[src/ladrc_pkg.sv]
// Package for the first-order LADRC controller: widths, operation codes, states.
// Used by ladrc_mul, ladrc_div and first_order_ladrc_controller.
package ladrc_pkg;
	localparam int FracBitsDefault = 16;
	localparam int DtBits = 16;
	localparam int DataW = 32;

	typedef enum logic [1:0] {
		OP_UPDATE   = 2'd0,
		OP_FEEDBACK = 2'd1,
		OP_RESET    = 2'd2,
		OP_NONE     = 2'd3
	} op_t;

	typedef enum logic [1:0] {
		CFG_PLANT_GAIN = 2'd0,
		CFG_OBS_BW     = 2'd1,
		CFG_CTRL_BW    = 2'd2,
		CFG_TRACK_RATE = 2'd3
	} cfg_idx_t;

	typedef enum logic [4:0] {
		ST_IDLE,
		ST_PREP,
		ST_B2_MUL,
		ST_B2_WAIT,
		ST_RDOT_MUL,
		ST_RDOT_WAIT,
		ST_X1_MUL,
		ST_X1_WAIT,
		ST_E1_MUL,
		ST_E1_WAIT,
		ST_E2_MUL,
		ST_E2_WAIT,
		ST_E3_MUL,
		ST_E3_WAIT,
		ST_Z1_MUL,
		ST_Z1_WAIT,
		ST_Z2_MUL,
		ST_Z2_WAIT,
		ST_WC_MUL,
		ST_WC_WAIT,
		ST_DIV,
		ST_DIV_WAIT,
		ST_OUT
	} state_t;

	typedef struct packed {
		logic start;
		logic busy;
		logic done;
	} unit_ctl_t;

	function automatic logic signed [DataW-1:0] sat32(input logic signed [DataW+1:0] v);
		logic signed [DataW+1:0] hi;
		logic signed [DataW+1:0] lo;
		hi = (DataW+2)'(33'sh0_7FFF_FFFF);
		lo = -hi - (DataW+2)'(1);
		if (v > hi) begin
			return hi[DataW-1:0];
		end else if (v < lo) begin
			return lo[DataW-1:0];
		end
		return v[DataW-1:0];
	endfunction
endpackage

[src/ladrc_mul.sv]
// Bit-serial signed-by-unsigned multiplier: |a|*b >> shift, toward zero, saturated.
// Uses ladrc_pkg; a may also be taken as unsigned; one multiplier bit per cycle.
module ladrc_mul import ladrc_pkg::*; (
	input  logic                    clk,
	input  logic                    arst_n,
	input  logic                    start,
	input  logic                    a_unsigned,
	input  logic signed [DataW-1:0] a,
	input  logic [DataW-1:0]        b,
	input  logic [5:0]              shift,
	output logic                    done,
	output logic signed [DataW-1:0] result
);
	logic [DataW-1:0]   mag_q;
	logic [DataW-1:0]   mplr_q;
	logic [2*DataW-1:0] acc_q;
	logic [5:0]         cnt_q;
	logic               busy_q;
	logic               neg_q;
	logic               uns_q;
	logic [5:0]         sh_q;
	logic [2*DataW-1:0] shifted;
	logic [DataW:0]     clip;

	always_ff @(posedge clk or negedge arst_n) begin
		if (!arst_n) begin
			busy_q <= 1'b0;
			done <= 1'b0;
			cnt_q <= '0;
		end else begin
			done <= 1'b0;
			if (start) begin
				busy_q <= 1'b1;
				cnt_q <= '0;
			end else if (busy_q) begin
				cnt_q <= cnt_q + 6'd1;
				if (cnt_q == 6'(DataW-1)) begin
					busy_q <= 1'b0;
					done <= 1'b1;
				end
			end
		end
	end

	always_ff @(posedge clk) begin
		if (start) begin
			uns_q <= a_unsigned;
			neg_q <= !a_unsigned && a[DataW-1];
			mag_q <= (!a_unsigned && a[DataW-1]) ? DataW'(-a) : DataW'(a);
			mplr_q <= b;
			acc_q <= '0;
			sh_q <= shift;
		end else if (busy_q) begin
			acc_q <= acc_q + (mplr_q[cnt_q[4:0]] ? ({{DataW{1'b0}}, mag_q} << cnt_q[4:0])
				: '0);
		end
	end

	always_comb begin
		shifted = acc_q >> sh_q;
		if (shifted > (2*DataW)'(33'h1_0000_0000)) begin
			clip = 33'h1_0000_0000;
		end else begin
			clip = shifted[DataW:0];
		end
		if (uns_q) begin
			result = (shifted > (2*DataW)'(33'h0_FFFF_FFFF)) ? '1 : shifted[DataW-1:0];
		end else if (neg_q) begin
			result = (clip > 33'h0_8000_0000) ? 32'sh8000_0000 : DataW'(-clip);
		end else begin
			result = (clip > 33'h0_7FFF_FFFF) ? 32'sh7FFF_FFFF : clip[DataW-1:0];
		end
	end
endmodule

[src/ladrc_div.sv]
// Restoring divider for the control output: (|num| << frac) / b0, one quotient bit a cycle.
// Uses ladrc_pkg; reports the signed 32-bit overflow as a fault.
module ladrc_div import ladrc_pkg::*; #(
	parameter int FracBits = FracBitsDefault
) (
	input  logic                    clk,
	input  logic                    arst_n,
	input  logic                    start,
	input  logic signed [DataW+1:0] num,
	input  logic [DataW-1:0]        den,
	output logic                    done,
	output logic signed [DataW-1:0] quot,
	output logic                    fault
);
	localparam int NW = DataW + 2 + FracBits;
	localparam int CW = $clog2(NW + 1);

	logic [NW-1:0]  dvd_q;
	logic [DataW:0] rem_q;
	logic [NW-1:0]  q_q;
	logic [CW-1:0]  cnt_q;
	logic           busy_q;
	logic           neg_q;
	logic [DataW-1:0] den_q;
	logic [DataW+1:0] trial;
	logic [DataW+1:0] nmag;

	assign nmag = num[DataW+1] ? (DataW+2)'(-num) : (DataW+2)'(num);
	assign trial = {rem_q, dvd_q[NW-1]} - {2'b00, den_q};

	always_ff @(posedge clk or negedge arst_n) begin
		if (!arst_n) begin
			busy_q <= 1'b0;
			done <= 1'b0;
			cnt_q <= '0;
		end else begin
			done <= 1'b0;
			if (start) begin
				busy_q <= 1'b1;
				cnt_q <= '0;
			end else if (busy_q) begin
				cnt_q <= cnt_q + CW'(1);
				if (cnt_q == CW'(NW-1)) begin
					busy_q <= 1'b0;
					done <= 1'b1;
				end
			end
		end
	end

	always_ff @(posedge clk) begin
		if (start) begin
			neg_q <= num[DataW+1];
			dvd_q <= {nmag, {FracBits{1'b0}}};
			den_q <= den;
			rem_q <= '0;
			q_q <= '0;
		end else if (busy_q) begin
			dvd_q <= dvd_q << 1;
			if (!trial[DataW+1]) begin
				rem_q <= trial[DataW:0];
				q_q <= {q_q[NW-2:0], 1'b1};
			end else begin
				rem_q <= {rem_q[DataW-1:0], dvd_q[NW-1]};
				q_q <= {q_q[NW-2:0], 1'b0};
			end
		end
	end

	always_comb begin
		if (neg_q) begin
			fault = q_q > NW'(33'h0_8000_0000);
		end else begin
			fault = q_q > NW'(33'h0_7FFF_FFFF);
		end
		quot = fault ? '0 : (neg_q ? DataW'(-q_q) : q_q[DataW-1:0]);
	end
endmodule

[src/first_order_ladrc_controller.sv]
// First-order LADRC controller top level with serial multiplier and divider.
// An update word runs nine multiplies, a division and the setup and output steps, one at
// a time; with the observer held five multiplies are skipped.
// A new word is taken once the result is loaded and the controller is idle again;
// feedback and reset words are taken in idle and do not leave it.
// The output register lets the next word enter while a result waits.
// arst_n sets the configuration to its reset values and clears all estimator state.
module first_order_ladrc_controller import ladrc_pkg::*; #(
	parameter int FracBits = FracBitsDefault
) (
	input  logic         clk,
	input  logic         arst_n,
	input  logic         s_tvalid,
	output logic         s_tready,
	// operation[1:0], measurement[33:2], reference[65:34], time_step[81:66],
	// applied_control[113:82], zero fill to 120 bits
	input  logic [119:0] s_tdata,
	// landed[0], measurement_bad[1]
	input  logic [1:0]   s_tuser,
	output logic         m_tvalid,
	input  logic         m_tready,
	// control[31:0]
	output logic [31:0]  m_tdata,
	// fault_reset[0]
	output logic         m_tuser,
	input  logic         cfg_valid,
	output logic         cfg_ready,
	input  logic [1:0]   cfg_index,
	input  logic [31:0]  cfg_data
);
	localparam logic [DataW-1:0] OneQ = DataW'(64'd1 << FracBits);
	localparam logic [DataW-1:0] FloorHundredth = DataW'((64'd1 << FracBits) + 50) / 100;
	localparam logic [DataW-1:0] FloorTenth = DataW'((64'd1 << FracBits) + 5) / 10;
	localparam logic signed [DataW-1:0] LimitFive = DataW'(5 * (64'd1 << FracBits));

	state_t state_q, state_d;
	logic [DataW-1:0] b0_q, wo_q, wc_q, lam_q;
	logic started_q, snap_q;
	logic signed [DataW-1:0] x1_q, z1_q, z2_q, prev_q;
	logic signed [DataW-1:0] y_q, r_q, rdot_q, e_q, d_q, t_q;
	logic signed [DataW+1:0] acc_q;
	logic [DtBits-1:0] dt_q;
	logic hold_q;
	logic [DataW-1:0] beta1_q, beta2_q;
	logic signed [DataW-1:0] ctrl_q;
	logic fault_q, out_valid_q;
	logic out_load;

	logic mul_start;
	logic mul_uns;
	logic signed [DataW-1:0] mul_a;
	logic [DataW-1:0] mul_b;
	logic [5:0] mul_sh;
	logic mul_done;
	logic signed [DataW-1:0] mul_r;
	logic div_start, div_done, div_fault;
	logic signed [DataW-1:0] div_q;
	logic signed [DataW+1:0] num_q;
	unit_ctl_t ctl;

	logic in_acc;
	op_t op_in;
	logic signed [DataW-1:0] y_in, r_in, ac_in;
	logic [DataW-1:0] b0f, wof, wcf;

	assign op_in = op_t'(s_tdata[1:0]);
	assign y_in = s_tdata[33:2];
	assign r_in = s_tdata[65:34];
	assign ac_in = s_tdata[113:82];
	assign s_tready = (state_q == ST_IDLE);
	assign in_acc = s_tvalid && s_tready;
	assign out_load = (state_q == ST_OUT) && (!out_valid_q || m_tready);
	assign cfg_ready = 1'b1;
	assign b0f = (b0_q < FloorHundredth) ? FloorHundredth : b0_q;
	assign wof = (wo_q < FloorTenth) ? FloorTenth : wo_q;
	assign wcf = (wc_q < FloorHundredth) ? FloorHundredth : wc_q;
	assign m_tvalid = out_valid_q;
	assign m_tdata = ctrl_q;
	assign m_tuser = fault_q;

	ladrc_mul u_mul (
		.clk, .arst_n, .start(mul_start), .a_unsigned(mul_uns), .a(mul_a), .b(mul_b),
		.shift(mul_sh), .done(mul_done), .result(mul_r)
	);

	ladrc_div #(.FracBits(FracBits)) u_div (
		.clk, .arst_n, .start(div_start), .num(num_q), .den(b0f),
		.done(div_done), .quot(div_q), .fault(div_fault)
	);

	always_comb begin
		state_d = state_q;
		unique case (state_q)
			ST_IDLE: if (in_acc && op_in == OP_UPDATE) state_d = ST_PREP;
			ST_PREP: state_d = ST_B2_MUL;
			ST_B2_MUL: state_d = ST_B2_WAIT;
			ST_B2_WAIT: if (mul_done) state_d = ST_RDOT_MUL;
			ST_RDOT_MUL: state_d = ST_RDOT_WAIT;
			ST_RDOT_WAIT: if (mul_done) state_d = ST_X1_MUL;
			ST_X1_MUL: state_d = ST_X1_WAIT;
			ST_X1_WAIT: if (mul_done) state_d = hold_q ? ST_WC_MUL : ST_E1_MUL;
			ST_E1_MUL: state_d = ST_E1_WAIT;
			ST_E1_WAIT: if (mul_done) state_d = ST_E2_MUL;
			ST_E2_MUL: state_d = ST_E2_WAIT;
			ST_E2_WAIT: if (mul_done) state_d = ST_E3_MUL;
			ST_E3_MUL: state_d = ST_E3_WAIT;
			ST_E3_WAIT: if (mul_done) state_d = ST_Z1_MUL;
			ST_Z1_MUL: state_d = ST_Z1_WAIT;
			ST_Z1_WAIT: if (mul_done) state_d = ST_Z2_MUL;
			ST_Z2_MUL: state_d = ST_Z2_WAIT;
			ST_Z2_WAIT: if (mul_done) state_d = ST_WC_MUL;
			ST_WC_MUL: state_d = ST_WC_WAIT;
			ST_WC_WAIT: if (mul_done) state_d = ST_DIV;
			ST_DIV: state_d = ST_DIV_WAIT;
			ST_DIV_WAIT: if (div_done) state_d = ST_OUT;
			ST_OUT: if (out_load) state_d = ST_IDLE;
			default: state_d = ST_IDLE;
		endcase
	end

	always_comb begin
		ctl = '0;
		mul_uns = 1'b0;
		mul_a = '0;
		mul_b = '0;
		mul_sh = 6'(FracBits);
		unique case (state_q)
			ST_B2_MUL: begin
				ctl.start = 1'b1;
				mul_uns = 1'b1;
				mul_a = wof;
				mul_b = wof;
			end
			ST_RDOT_MUL: begin
				ctl.start = 1'b1;
				mul_a = sat32((DataW+2)'(r_q) - (DataW+2)'(x1_q));
				mul_b = lam_q;
			end
			ST_X1_MUL: begin
				ctl.start = 1'b1;
				mul_a = rdot_q;
				mul_b = DataW'(dt_q);
				mul_sh = 6'(DtBits);
			end
			ST_E1_MUL: begin
				ctl.start = 1'b1;
				mul_a = e_q;
				mul_b = beta1_q;
			end
			ST_E2_MUL: begin
				ctl.start = 1'b1;
				mul_a = prev_q;
				mul_b = b0f;
			end
			ST_E3_MUL: begin
				ctl.start = 1'b1;
				mul_a = e_q;
				mul_b = beta2_q;
			end
			ST_Z1_MUL: begin
				ctl.start = 1'b1;
				mul_a = d_q;
				mul_b = DataW'(dt_q);
				mul_sh = 6'(DtBits);
			end
			ST_Z2_MUL: begin
				ctl.start = 1'b1;
				mul_a = t_q;
				mul_b = DataW'(dt_q);
				mul_sh = 6'(DtBits);
			end
			ST_WC_MUL: begin
				ctl.start = 1'b1;
				mul_a = sat32((DataW+2)'(x1_q) - (DataW+2)'(z1_q));
				mul_b = wcf;
			end
			ST_DIV: ctl.done = 1'b1;
			default: ctl.busy = (state_q != ST_IDLE);
		endcase
		mul_start = ctl.start;
		div_start = ctl.done;
	end

	always_ff @(posedge clk or negedge arst_n) begin
		if (!arst_n) begin
			state_q <= ST_IDLE;
			b0_q <= OneQ;
			wo_q <= DataW'(10 * (64'd1 << FracBits));
			wc_q <= DataW'(5 * (64'd1 << FracBits));
			lam_q <= DataW'(20 * (64'd1 << FracBits));
			started_q <= 1'b0;
			snap_q <= 1'b0;
			x1_q <= '0;
			z1_q <= '0;
			z2_q <= '0;
			prev_q <= '0;
			out_valid_q <= 1'b0;
		end else begin
			state_q <= state_d;
			if (cfg_valid) begin
				unique case (cfg_idx_t'(cfg_index))
					CFG_PLANT_GAIN: b0_q <= cfg_data;
					CFG_OBS_BW: wo_q <= cfg_data;
					CFG_CTRL_BW: wc_q <= cfg_data;
					CFG_TRACK_RATE: lam_q <= cfg_data;
					default: b0_q <= b0_q;
				endcase
			end
			if (out_load) out_valid_q <= 1'b1;
			else if (m_tready) out_valid_q <= 1'b0;
			if (in_acc) begin
				unique case (op_in)
					OP_FEEDBACK: begin
						if (ac_in > LimitFive) prev_q <= LimitFive;
						else if (ac_in < -LimitFive) prev_q <= -LimitFive;
						else prev_q <= ac_in;
					end
					OP_RESET: begin
						started_q <= 1'b0;
						snap_q <= 1'b1;
						z2_q <= '0;
						prev_q <= '0;
					end
					OP_UPDATE: begin
						if (!started_q || snap_q) x1_q <= r_in;
						if (!started_q) z1_q <= y_in;
						started_q <= 1'b1;
						snap_q <= 1'b0;
					end
					default: started_q <= started_q;
				endcase
			end
			unique case (state_q)
				ST_PREP: if (hold_q) begin
					z1_q <= y_q;
					z2_q <= '0;
				end
				ST_X1_WAIT: if (mul_done) begin
					x1_q <= sat32((DataW+2)'(x1_q) + (DataW+2)'(mul_r));
				end
				ST_Z1_WAIT: if (mul_done) begin
					z1_q <= sat32((DataW+2)'(z1_q) + (DataW+2)'(mul_r));
				end
				ST_Z2_WAIT: if (mul_done) begin
					z2_q <= sat32((DataW+2)'(z2_q) + (DataW+2)'(mul_r));
				end
				ST_DIV_WAIT: if (div_done) begin
					prev_q <= div_q;
					if (div_fault) begin
						z1_q <= y_q;
						z2_q <= '0;
					end
				end
				default: ;
			endcase
		end
	end

	always_ff @(posedge clk) begin
		if (in_acc) begin
			y_q <= y_in;
			r_q <= r_in;
			dt_q <= s_tdata[81:66];
			hold_q <= s_tuser[0] | s_tuser[1];
		end
		if (out_load) begin
			ctrl_q <= div_q;
			fault_q <= div_fault;
		end
		unique case (state_q)
			ST_PREP: begin
				beta1_q <= wof[DataW-1] ? '1 : {wof[DataW-2:0], 1'b0};
				e_q <= sat32((DataW+2)'(z1_q) - (DataW+2)'(y_q));
			end
			ST_B2_WAIT: if (mul_done) beta2_q <= mul_r;
			ST_RDOT_WAIT: if (mul_done) rdot_q <= mul_r;
			ST_E1_WAIT: if (mul_done) acc_q <= (DataW+2)'(z2_q) - (DataW+2)'(mul_r);
			ST_E2_WAIT: if (mul_done) d_q <= sat32(acc_q + (DataW+2)'(mul_r));
			ST_E3_WAIT: if (mul_done) t_q <= sat32(-(DataW+2)'(mul_r));
			ST_WC_WAIT: if (mul_done) begin
				num_q <= (DataW+2)'(mul_r) + (DataW+2)'(rdot_q) - (DataW+2)'(z2_q);
			end
			default: acc_q <= acc_q;
		endcase
	end

`ifndef SYNTH
	a_out_hold: assert property (@(posedge clk) disable iff (!arst_n)
		m_tvalid && !m_tready |=> m_tvalid) else $error("result word dropped");
	a_no_accept_busy: assert property (@(posedge clk) disable iff (!arst_n)
		state_q != ST_IDLE |-> !s_tready) else $error("word accepted while busy");
	a_fault_zero: assert property (@(posedge clk) disable iff (!arst_n)
		m_tvalid && m_tuser |-> m_tdata == '0) else $error("fault with nonzero control");
`endif
endmodule
[config.mk]
export PLATFORM = sky130hd
export DESIGN_NAME = first_order_ladrc_controller
export DESIGN_NICKNAME = d
export VERILOG_FILES = /design/src/ladrc_pkg.sv /design/src/ladrc_mul.sv /design/src/ladrc_div.sv /design/src/first_order_ladrc_controller.sv
export SDC_FILE = /design/constraint.sdc
export NUM_CORES = 2
export LEC_CHECK = 0
export BUFFER_PORTS_ARGS = -buffer_cell sky130_fd_sc_hd__clkbuf_2
export CORE_MARGIN = 2
export CORE_UTILIZATION = 58
export DETAILED_ROUTE_END_ITERATION = 10
export PLACE_DENSITY = 0.78
export SETUP_SLACK_MARGIN = 0.2
export SYNTH_ARGS = -nofsm -noshare
export SYNTH_HDL_FRONTEND = slang
export SYNTH_SLANG_ARGS = --single-unit
[constraint.sdc]
create_clock -name clk -period 8.5 [get_ports clk]
set_input_delay 0.85 -clock clk [delete_from_list [all_inputs] [get_ports clk]]
set_output_delay 0.85 -clock clk [all_outputs]
set_load 0.02 [all_outputs]
; ---- Yosys cells after proc, flatten, opt, wreduce, memory -nomap -nowiden
; Index checks and enable logic that the tools add are counted.
[word_totals]
mem_count = 0
elab_cells = 304
output_inout_bits = 36
regBits = 934
mem_bits_ro = 0
ramBits = 0
latch_bits = 0
[op_classes]
eq_ne = 41
n_lt_le_gt_ge = 28
reduce_logical = 31
muxes = 140
shift = 1
div_mod_pow = 0
n_addsub = 19
multipliers = 0
bitwise_logic = 1
[op_table]
columns = cell, count
row1 = 2-to-1 mux 32 bit, 58
row2 = one-hot mux 32 bit (8 select lines), 1
row3 = greater-than comparator 33 x 32 -> 1 bit (second input constant), 7
row4 = one-hot mux 32 bit (7 select lines), 1
row5 = < comparator 33 x 32 -> 1 bit (second input constant), 6
row6 = one-hot mux 32 bit (3 select lines), 2
row7 = adder 32 x 32 -> 33 bit, 4
row8 = subtractor 32 x 32 -> 33 bit, 4
row9 = one-hot mux 5 bit (23 select lines), 1
row10 = 2-to-1 mux 50 bit, 2
row11 = negator 32 bit, 3
row12 = greater-than comparator 34 x 32 -> 1 bit (second input constant), 2
row13 = < comparator 34 x 32 -> 1 bit (second input constant), 2
row14 = 2-to-1 mux 33 bit, 2
row15 = 2-to-1 mux 5 bit, 13
row16 = adder 64 bit, 1
row17 = < comparator 32 x 10 -> 1 bit (second input constant), 2
row18 = 2-to-1 mux 64 bit, 1
row19 = one-hot mux 32 bit (2 select lines), 1
row20 = left shift 32 x 5 -> 64 bit, 1
row21 = greater-than comparator 50 x 31 -> 1 bit (second input constant), 1
row22 = greater-than comparator 50 x 32 -> 1 bit (second input constant), 1
row23 = 2-to-1 mux 1 bit, 50
row24 = greater-than comparator 48 x 32 -> 1 bit (second input constant), 1
row25 = other kinds (39), 94

; ---- Longest topological paths before layout
[logic_depth]
depth_word = 15
depth_mapped = 33

; ---- Cells and area by module
; From an unflattened synthesis, not the netlist that was laid out.
[unflattened]
cells_unflattened = 7768
area_unflattened_um2 = 72236.8
[modules_own_cells]
columns = mod, seq_area_each_um2, area_per_inst_um2, instances, cells_per_inst
row1 = first_order_ladrc_controller, 17815.8, 44435.1, 1, 4601
row2 = ladrc_mul, 3643.5, 18476.5, 1, 2117
row3 = ladrc_div, 3873.7, 9325.2, 1, 1050

; ---- Least setup slack after synthesis
; OpenSTA, ideal clock, no wires.
[synth_timing]
path_kind = register to register
start = reg u_mul.acc_q[22]
end = reg num_q[33] (data pin)
stages_incl_launch_ff = 32
setup_ps = 152
arrival_ps = 7858
period_less_slack_ps = 8010
slack_ps = 490
cell_sequence = dfxtp_1 -> buf_2 -> or4_1 -> or3_1 -> buf_2 -> o41ai_4 -> and3_1 -> inv_1 -> ha_1 -> inv_1 -> a31oi_1 -> o211a_1 -> and2_1 -> buf_6 -> a21oi_1 -> a211o_1 -> inv_1 -> fa_1 -> ha_1 -> a21o_1 -> a21oi_1 -> o21ai_0 -> a2111oi_0 -> o21ai_0 -> a221o_1 -> a2111oi_0 -> nor4_1 -> o311ai_0 -> o22ai_1 -> o21ai_0 -> a21boi_0 -> o22ai_1
[synth_via]
elab_chain_cells = 8
[synth_rtl]
columns = element, line_no
row1 = from (decl), ladrc_mul.sv:16  ; logic [2*DataW-1:0] acc_q;
row2 = from (signal assigned), ladrc_mul.sv:54  ; acc_q <= acc_q + (mplr_q[cnt_q[4:0]] ? ({{DataW{1'b0}}, mag_q} << cnt_q[4:0])
row3 = greater-than comparator 48 x 33 -> 1 bit, ladrc_mul.sv:61  ; if (shifted > (2*DataW)'(33'h1_0000_0000)) begin
row4 = 2-to-1 mux 33 bit, ladrc_mul.sv:61
row5 = "negator 32 bit, or another cell as far along", ladrc_mul.sv:69  ; result = (clip > 33'h0_8000_0000) ? 32'sh8000_0000 : DataW'(-clip);
row6 = "2-to-1 mux 32 bit, on equally long branches", "ladrc_mul.sv:69, ladrc_mul.sv:71"
row7 = 2-to-1 mux 32 bit, ladrc_mul.sv:68  ; end else if (neg_q) begin
row8 = 2-to-1 mux 32 bit *, ladrc_mul.sv:66  ; if (uns_q) begin
row9 = named net mul_r[1], first_order_ladrc_controller.sv:55  ; logic signed [DataW-1:0] mul_r;
row10 = adder 32 x 32 -> 33 bit *, first_order_ladrc_controller.sv:281  ; num_q <= (DataW+2)'(mul_r) + (DataW+2)'(rdot_q) - (DataW+2)'(z2_q);
row11 = subtractor 33 x 32 -> 34 bit *, first_order_ladrc_controller.sv:281
row12 = to (signal assigned), first_order_ladrc_controller.sv:281
row13 = to (decl), first_order_ladrc_controller.sv:58  ; logic signed [DataW+1:0] num_q;
; The timed path passes the listed nets; every way through them passes the cells marked *.
; A chain may end at the register's enable or synchronous reset.

; ---- Worst setup path in the final report
[layout_timing]
start = reg u_mul.acc_q[63]
end = reg z2_q[1]
[layout_via]
elab_chain_cells = 15
[layout_rtl]
columns = element, line_no
row1 = greater-than comparator 48 x 33 -> 1 bit, ladrc_mul.sv:61
row2 = 2-to-1 mux 33 bit, ladrc_mul.sv:61
row3 = "negator 32 bit, or another cell as far along", ladrc_mul.sv:69
row4 = "2-to-1 mux 32 bit, on equally long branches", "ladrc_mul.sv:69, ladrc_mul.sv:71"
row5 = 2-to-1 mux 32 bit, ladrc_mul.sv:68
row6 = 2-to-1 mux 32 bit *, ladrc_mul.sv:66
row7 = named net mul_r[0], first_order_ladrc_controller.sv:55
row8 = adder 32 x 32 -> 33 bit *, first_order_ladrc_controller.sv:245  ; z2_q <= sat32((DataW+2)'(z2_q) + (DataW+2)'(mul_r));
row9 = < comparator 33 x 32 -> 1 bit, ladrc_pkg.sv:61  ; end else if (v < lo) begin
row10 = 2-to-1 mux 1 bit, ladrc_pkg.sv:61
row11 = 2-to-1 mux 1 bit, ladrc_pkg.sv:59  ; if (v > hi) begin
row12 = 2-to-1 mux 1 bit, first_order_ladrc_controller.sv:244  ; ST_Z2_WAIT: if (mul_done) begin
row13 = 2-to-1 mux 1 bit, first_order_ladrc_controller.sv:233  ; unique case (state_q)
row14 = 2-to-1 mux 32 bit *, ladrc_pkg.sv:64  ; return v[DataW-1:0];
row15 = 2-to-1 mux 32 bit *, first_order_ladrc_controller.sv:244
row16 = one-hot mux 32 bit (3 select lines) *, first_order_ladrc_controller.sv:233
row17 = to (signal assigned), first_order_ladrc_controller.sv:245
row18 = to (decl), first_order_ladrc_controller.sv:39  ; logic signed [DataW-1:0] x1_q, z1_q, z2_q, prev_q;
; The timed path passes the listed nets; every way through them passes the cells marked *. The select of a mux whose other input is x is not followed.

==> summary.md <==
| Metric | Value |
|---|---|
| Synth area leaders | edfxtp_1 23%, dfrtp_1 10%, ha_1 7.7% |
| R2R depth | 27 |
| Switch Pwr | 0.00235 W |
| Htree depth | 3 |
| Vias in the first global route | 54039 |
| Fin crit share | 94.1% |
| Syn_area_per_cell | just over 9 µm² |
| Core area | approximately 110000 µm² |
| FMAX | 0.125 GHz |
| # port buffers | 189 |
| Cell count after placement | between 8000 and 9000 |
| GPL Wtd Cong | between 1 and 1.5 |
| Crit start category | flop |
| Buf+Inv Stages, Crit Path | 5 |
| Lkg Pwr | 30.7 nW |
| Hold Slack | between 0.15 and 0.2 ns |
| First-pass GRT wire length | 349 mm |
| Min-delay worst type | in2async |
| Slew at the pin closest to its max-slew limit | 1.45 ns |
| Sequential Power Share | between 50% and 60% |
| Final hold vios | 0 |
| Die area | between 100000 and 150000 µm² |
| Syn Std Cell Area | around 65000 µm² |
| HPWL Detailed | 182 mm |
| Number of synthesized flops with an enable pin | around 510 |
| Final min period | 8.00 ns |
| Register bit total from synthesis | around 930 |
| Clk_lat worst skew | 0.75 ns |
| Register area | about 25000 µm² |
| Clk pwr share | a little under half |
| Drt wl/cell | 27.2 µm |
| Cells after Synth | about 7000 |
| Final #Nets | around 8000 |
| Initial antenna violation count | 9 |
| Clock buffer count from CTS | around 110 |
| Slowest CP cell | a311oi_4 |
| Worst path depth | 27 |
| Cell-internal power | between 0.007 and 0.008 W |
| Post-route setup slack | approximately 0.5 ns |
| DRT antenna net count | 0 |
| Rows | 123 |
| Critical path peak fanout | 10 |
| Die height | 340 µm |
| YS warnings | 0 |
| Die X | about 340 µm |
| Gate power share | 3.2% |
| Crit-path most repeated cell | buf_4 |
| Multi-input gate area | roughly 38000 µm² |
| # fillers | 9346 |
| Design area | between 70000 and 80000 µm² |
| Slew Viols, Final | 0 |
| Worst R2R Setup Slack | between 0.4 and 0.5 ns |
| Pin count of the biggest net entering global routing | 94 |
| Async SR Flop Fraction | about 30% |
| PD cells | between 100 and 150 nW/µm² |
| Clk sinks | 933 |
| Leading cell type in the layout, fill and taps excluded | nor2_1 |
| CTS clk-pin slew, worst paths | approximately 0.060 ns |
| Netlist cell types | 95 |
| Max cap viols | 0 |
| Routed wire length | about 240 mm |
| Dominant synthesized flop cell | edfxtp_1 |
| Layout cells sized above 1 | about an eighth |
| Required time worst endpoint | slightly above 9 ns |
| Fin cells | a little under 9000 |
| CTS tree | built |
| Maximum clock path buffer count | 3 |
| Clock Tree Root | clkbuf_16 |
| Post-synth net total | roughly 7600 |
| Unrepaired setup endpoints after global routing | false |
| GRT Total Usage | between 40% and 50% |
| # IOs | just under 200 |
| Residual DRC | 0 |
| Area leader, netlist | edfxtp_1 |
| Max rail drop VDD | just under 0.2 mV |
| Clock skew | about 0.067 ns |
| CP top delay family | compound AO/OA/AOI/OAI gates |
| Relative slew slack | between 3 and 4% |
| Final setup vio count | 0 |
| CP Class | reg2reg |
| Area grow syn2layout | 10.5% |
| Most frequent cells in the layout | 624 x nor2_1, 532 x a21oi_1, 506 x edfxtp_1 |
| Sw Ratio | between 20% and 30% |
| Cts hold-fix bufs | 0 |
| DRT iter0 DRCs | about 8200 |
| Worst path max stage delay | ~0.66 ns |
| Post-synth top area share | 23.3% |
| Total gr overflow | 0 |
| Drt pass-1 iters | 9 |
| Dpl ws | about 0.070 ns |
| Status | finished, final reports clean |
| Cell area after placement | ~70000 µm² |
| Crit end category | flop |
| Initial core utilization | 58.3% |
| Via Count | roughly 59000 |
| Vias per cell | around 6.7 |
| Setup tns final | 0 ns |
| Register area share after synthesis | around two fifths |
| Crit path DAT | about 8.6 ns |
metrics by stage:
step           total power, W  util, %
2_1_floorplan         0.00522        -
3_5_place_dp          0.00541     61.2
4_1_cts               0.00999     64.3
5_1_grt                0.0102     64.4
3_3_place_gp          0.00538     61.2
6_report              0.00999     64.4
layer usage:
| layer | vias up | part of all wire [%] | GRT usage, % |
|---|---|---|---|
| li1 | 26289 | - | - |
| met1 | 28459 | 41 | 57.2 |
| met2 | 3392 | 41 | 56.9 |
| met3 | 540 | 12 | 9.94 |
| met4 | 4 | 6.0 | 20.6 |
| met5 | - | 0.0096 | 0 |
cell type report:
| type | count | area share (%) |
|---|---|---|
| multi-input cells | 5357 | 52.2 |
| repair buffers | 384 | 3.40 |
| diodes | 8 | 0.0277 |
| clock buffers | 135 | 4.01 |
| flip-flops and latches | 933 | 34.9 |
| well taps | 1500 | 2.60 |
| inverters | 389 | 2.03 |
| clock inverters | 61 | 0.861 |
registers in the layout, indices dropped and copies added, names as in the netlist, 33 cells and up:
signal,count
num_q,34
u_div.q_q,50
u_div.dvd_q,34
acc_q,33
u_div.rem_q,33
u_mul.acc_q,64
repair_timing:
item | in CTS | in global routing
endpoints found under the setup margin | 64 | 128
pin swaps | 0 | 1
resized for setup | 4 | 26
hold endpoints to repair | 0 | 0
buffers inserted | 0 | 0
worst paths after layout:
| path | start | to |
|---|---|---|
| min | arst_n | z1_q[12] |
| min in group clk | s_tdata[75] | dt_q[9] |
| max | u_mul.acc_q[63] | z2_q[1] |
| min reg2reg | u_mul.acc_q[8] | u_mul.acc_q[8] |
| max in group asynchronous | arst_n | u_div.busy_q |
| max reg2reg | u_mul.acc_q[63] | z2_q[1] |
power groups by stage:
stage          sequential, W  clock [W]  combinational, W
2_1_floorplan        0.00503          0          0.000188
3_3_place_gp         0.00509          0          0.000295
3_5_place_dp         0.00510          0          0.000308
4_1_cts              0.00501    0.00467          0.000311
5_1_grt              0.00502    0.00484          0.000336
6_report             0.00502    0.00466          0.000315
logic make-up (layout without fill, tap and decap cells):
| logic type | Yosys count | after routing | share of synthesized area (%) |
|---|---|---|---|
| mux | 399 | 399 | 6.96 |
| simple gates | 1924 | 1924 | 13.9 |
| buf+inv | 715 | 969 | 4.18 |
| compound gates | 2135 | 2135 | 21.4 |
| xor+xnor | 442 | 442 | 5.93 |
| flops | 933 | 933 | 38.5 |
| fa+ha+maj | 456 | 456 | 9.17 |
| other cells | 1 | 9 | 0.00574 |
cells in the mapped netlist (20+ instances only):
cell       instances
nor2_1           632
a21oi_1          541
edfxtp_1         506
nand2_1          504
o21ai_0          452
ha_1             402
inv_1            381
clkbuf_1         282
dfrtp_1          273
xnor2_1          267
a21o_1           219
mux2i_1          210
xor2_1           175
mux2_2           161
dfxtp_1          147
nand3_1          127
nor3_1           119
a22oi_1          102
a31oi_1           84
a211oi_1          79
o211ai_1          75
or3_1             65
nor4_1            64
nor2b_1           63
nand4_1           62
o21bai_1          58
and3_1            57
o31ai_1           55
or2_2             54
nand2b_1          51
o22ai_1           51
a222oi_1          47
o21a_1            47
fa_1              42
and2_1            41
buf_1             31
a211o_1           29
mux4_2            28
or4_1             28
o2bb2ai_1         24
a221oi_1          22
o41ai_1           22
a21boi_0          20
o221ai_1          20
(Power assumes the default switching activity.)
